==> config.mk <==
export PLATFORM = sky130hd
export DESIGN_NAME = htdr_index
export DESIGN_NICKNAME = d
export VERILOG_FILES = /design/src/hw/rtl/htdr_pkg.sv /design/src/hw/rtl/htdr_index.sv
export SDC_FILE = /design/constraint.sdc
export NUM_CORES = 1
export LEC_CHECK = 0
export BUFFER_PORTS_ARGS = -buffer_cell sky130_fd_sc_hd__buf_2
export CELL_PAD_IN_SITES_DETAIL_PLACEMENT = 1
export CELL_PAD_IN_SITES_GLOBAL_PLACEMENT = 2
export CORE_UTILIZATION = 13
export CTS_CLUSTER_SIZE = 30
export DETAILED_ROUTE_END_ITERATION = 10
export HOLD_SLACK_MARGIN = 0.12
export PLACE_DENSITY = 0.84
export SLEW_MARGIN = 10
export SYNTH_ARGS = -nofsm -noshare
export SYNTH_HDL_FRONTEND = slang
export SYNTH_SLANG_ARGS = --single-unit
==> constraint.sdc <==
create_clock -name clk -period 0.8 [get_ports clk]
set_clock_uncertainty 0.2 [all_clocks]
set_input_delay 0.04 -clock clk [delete_from_list [all_inputs] [get_ports clk]]
set_output_delay 0.04 -clock clk [all_outputs]
set_load 0.05 [all_outputs]
==> src/hw/rtl/htdr_pkg.sv <==
// Shared types, field widths and helper functions for the hash table block.
// No dependencies; imported by every module of the block.
package htdr_pkg;

  localparam int KEY_W       = 64;
  localparam int IN_MOVE_W   = 16;
  localparam int DEPTH_W     = 8;
  localparam int IN_VALUE_W  = 16;
  localparam int BOUND_W     = 2;
  localparam int AGE_W       = 8;
  localparam int SCORE_W     = 11;

  // The modulo unit folds this many key bits into the remainder each cycle.
  localparam int STEP_BITS   = 4;

  localparam int IN_DATA_W   = 112;
  localparam int OUT_DATA_W  = 56;

  typedef enum logic [1:0] {
    ACT_STORE      = 2'd0,
    ACT_PROBE      = 2'd1,
    ACT_NEW_SEARCH = 2'd2,
    ACT_CLEAR      = 2'd3
  } action_t;

  localparam logic [BOUND_W-1:0] BOUND_EXACT = 2'd0;

  typedef struct packed {
    logic                         hit;
    logic                         written;
    logic [IN_MOVE_W-1:0]         move;
    logic signed [DEPTH_W-1:0]    depth;
    logic signed [IN_VALUE_W-1:0] value;
    logic [BOUND_W-1:0]           bound;
    logic [AGE_W-1:0]             age;
  } result_t;

  // Replacement priority: a current generation outranks an exact bound,
  // which outranks depth.
  function automatic logic signed [SCORE_W-1:0] entry_score(
    input logic                      exact,
    input logic                      age_match,
    input logic signed [DEPTH_W-1:0] depth
  );
    logic signed [SCORE_W-1:0] base;
    base = signed'(SCORE_W'({age_match, exact, 7'b0}));
    return base + SCORE_W'(depth);
  endfunction

endpackage

==> src/hw/rtl/htdr_index.sv <==
// Table index unit: key modulo the entry count.
// Depends on htdr_pkg. A power-of-two count takes the low key bits, registered
// with done in the cycle after start; any other count runs a restoring remainder, STEP_BITS bits a cycle.
module htdr_index import htdr_pkg::*; #(
  parameter int ENTRY_COUNT = 65536,
  parameter int IDX_W       = 16
) (
  input  logic             clk,
  input  logic             rst,
  input  logic             start,
  input  logic [KEY_W-1:0] key,
  output logic             done,
  output logic [IDX_W-1:0] index
);

  localparam bit IS_POW2 = (ENTRY_COUNT & (ENTRY_COUNT - 1)) == 0;

  generate
    if (IS_POW2) begin : g_pow2
      always_ff @(posedge clk) begin
        if (rst) begin
          done <= 1'b0;
        end else begin
          done <= start;
        end
        if (start) begin
          index <= key[IDX_W-1:0];
        end
      end
    end else begin : g_mod
      localparam int STEPS     = KEY_W / STEP_BITS;
      localparam int STEP_CNT_W = $clog2(STEPS);
      localparam logic [IDX_W:0] DIVISOR = (IDX_W + 1)'(ENTRY_COUNT);

      logic                  busy;
      logic [STEP_CNT_W-1:0] step_cnt;
      logic [KEY_W-1:0]      shift;
      logic [IDX_W-1:0]      rem_step;

      always_comb begin
        logic [IDX_W:0]   t;
        logic [IDX_W-1:0] r;
        r = index;
        t = '0;
        for (int i = 0; i < STEP_BITS; i++) begin
          t = {r, shift[KEY_W-1-i]};
          if (t >= DIVISOR) begin
            t = t - DIVISOR;
          end
          r = t[IDX_W-1:0];
        end
        rem_step = r;
      end

      always_ff @(posedge clk) begin
        if (rst) begin
          busy <= 1'b0;
          done <= 1'b0;
        end else begin
          done <= 1'b0;
          if (start) begin
            busy <= 1'b1;
          end else if (busy && step_cnt == STEP_CNT_W'(STEPS - 1)) begin
            busy <= 1'b0;
            done <= 1'b1;
          end
        end
        if (start) begin
          shift    <= key;
          index    <= '0;
          step_cnt <= '0;
        end else if (busy) begin
          shift    <= shift << STEP_BITS;
          index    <= rem_step;
          step_cnt <= step_cnt + 1'b1;
        end
      end
    end
  endgenerate

endmodule

==> run summary <==
status = finished with violations
failing checks = negative hold slack, negative setup slack
setup repair after global routing missed its margin = yes
WP buf/inv = 1
vias = 317
syn_area_per_cell = 28.6 sq um
critical path launch point type = flop
ys flop type = edfxtp_1
vias in the first global route = 362
Synth area leaders = edfxtp_1 93%, dfxtp_1 3.9%, nor2b_4 2.7%
FP Rows = 22
synthesized area = 514 sq um
routed wire length per instance = 10.2 um
Die Y-Extent = 64.9 um
NumNets Final = 127
EDFF count, synth = 16
max-cap violation count = 0
largest net degree at the start of global routing = 15
global-route wire length before repair = 1570 um
Static Leak = 0.383 nW
initial antenna violation count = 0
total congestion overflow = 0
CP cell instances = buf_6
Tcrit/Tclk final = 131%
setup_tns = -3.83 ns
fraction of registers with async set/reset = 0%
CP Class = flop to output port
drt drc = 0
DP Area = 778 sq um
Critical Path End Type = output port
Rel. slew slack = 92.7%
number of synthesized register bits = 17
Ports = 84
clk sink count = 17
Synth Instances = 18
setup violators final = 17
Synth area leader = edfxtp_1
Synth cell types = 3
Total GRT Usage = 5.32%
Yosys top cell area share = 93.4%
Post-DRT Antenna Nets = 0
GPL Wtd Cong = 0.559
Inserted Diodes = 0
most frequent cells after synthesis = 16 x edfxtp_1, 1 x dfxtp_1, 1 x nor2b_4
final worst slack = -0.249 ns
post-route cell area = 930 sq um
starting density of the core = 13.8%
HP Class = primary input to flop
Data arrival, critical path = 0.81 ns
DRT Pass-1 Iters = 2
CTS Buf Count = 3
CP max FO = 1
area grow syn2layout = 80.8%
Via-to-Cell Ratio = 2.96
most frequent cell after synthesis = edfxtp_1
DIE WIDTH = 64.9 um
total power = 2.15 mW
clock tree buffer depth = 2
core area = 3720 sq um
die area = 4210 sq um
maximum vdd drop = 0.505 mV
synth warn = 0
max-slew violations = 0
minimum hold slack = -0.229 ns
layout cells sized above 1 = 71.2%
H-tree depth = 1
root buffer cell = clkbuf_8
syn_nets = 85
cell with the largest stage delay on the worst path = edfxtp_1
min Tclk post-route = 1.05 ns
Post-CTS Setup Inserts = 0
Fin. Hold Viols = 33
Max stage delay on crit path = 0.40 ns
register area share after synthesis = 97.3%
Iter 0 DRT Violations = 4
fmax = 953 MHz
final wirelength = 1090 um
PwrDens = 2310 nW/um^2
CTS tree = yes
Worst-path clk slew = 0.06 ns
Tightest Pin Transition = 0.110 ns
PortBufs = 35
WP data required = 0.56 ns
CP delay by family, top = flip-flops
[what timing repair did]
action	in CTS	in global routing
gates cloned	0	0
pin swaps	0	0
hold endpoints to repair	33	33
setup endpoints to repair	17	17
resized for setup	34	0
[area by class of cell]
class                   count  area, sq um
well taps                  48         60.1
multi-input cells           1         13.8
fillers                   405         2790
clock buffers               4         45.0
repair buffers             37          309
flip-flops and latches     17          502
[registers in the layout, summed over array words and instances (netlist names)]
register  count
index        16
done          1
[cells by family after synthesis]
logic type	synth area share (%)
flops	97.3
simple gates	2.68
[routing by layer]
layer / global-route usage, % / wire length, um / vias to the layer above
met3: 2.29 / 69 / 0
met4: 2.50 / 0 / 0
li1: - / - / 152
met1: 4.02 / 310 / 154
met5: 0 / 0 / -
met2: 10.9 / 708 / 11
[where the power goes]
part / switching [mW] / leakage, nW / internal (mW)
sequential: 0.0312 / 0.165 / 1.05
clock: 0.253 / 0.0228 / 0.352
combinational: 0.290 / 0.195 / 0.170
[cell usage in the layout, fill, tap and decap left out, drive strengths merged]
master,synthesis,routed
edfxtp,16,16
buf,0,37
clkbuf,0,4
dfxtp,1,1
nor2b,1,1
[per-stage QoR]
step           hold WS, ns  cells  setup slack, ns  utilization, %
3_3_place_gp        0.0166    103        -0.000473            20.9
2_1_floorplan       -0.103     18          -0.0406               -
5_1_grt             -0.237    107           -0.285            25.0
4_1_cts             -0.234    107           -0.268            25.0
3_5_place_dp        0.0192    103          -0.0259            20.9
6_report            -0.229    107           -0.249            25.0
[worst paths after layout]
path	start	end	slack (ns)	cells past startpoint
setup / recovery	index[3]	index[3]	-0.25	1
hold / removal	key[0]	index[0]	-0.23	1
No activity file was read; power rests on OpenSTA's default activity.
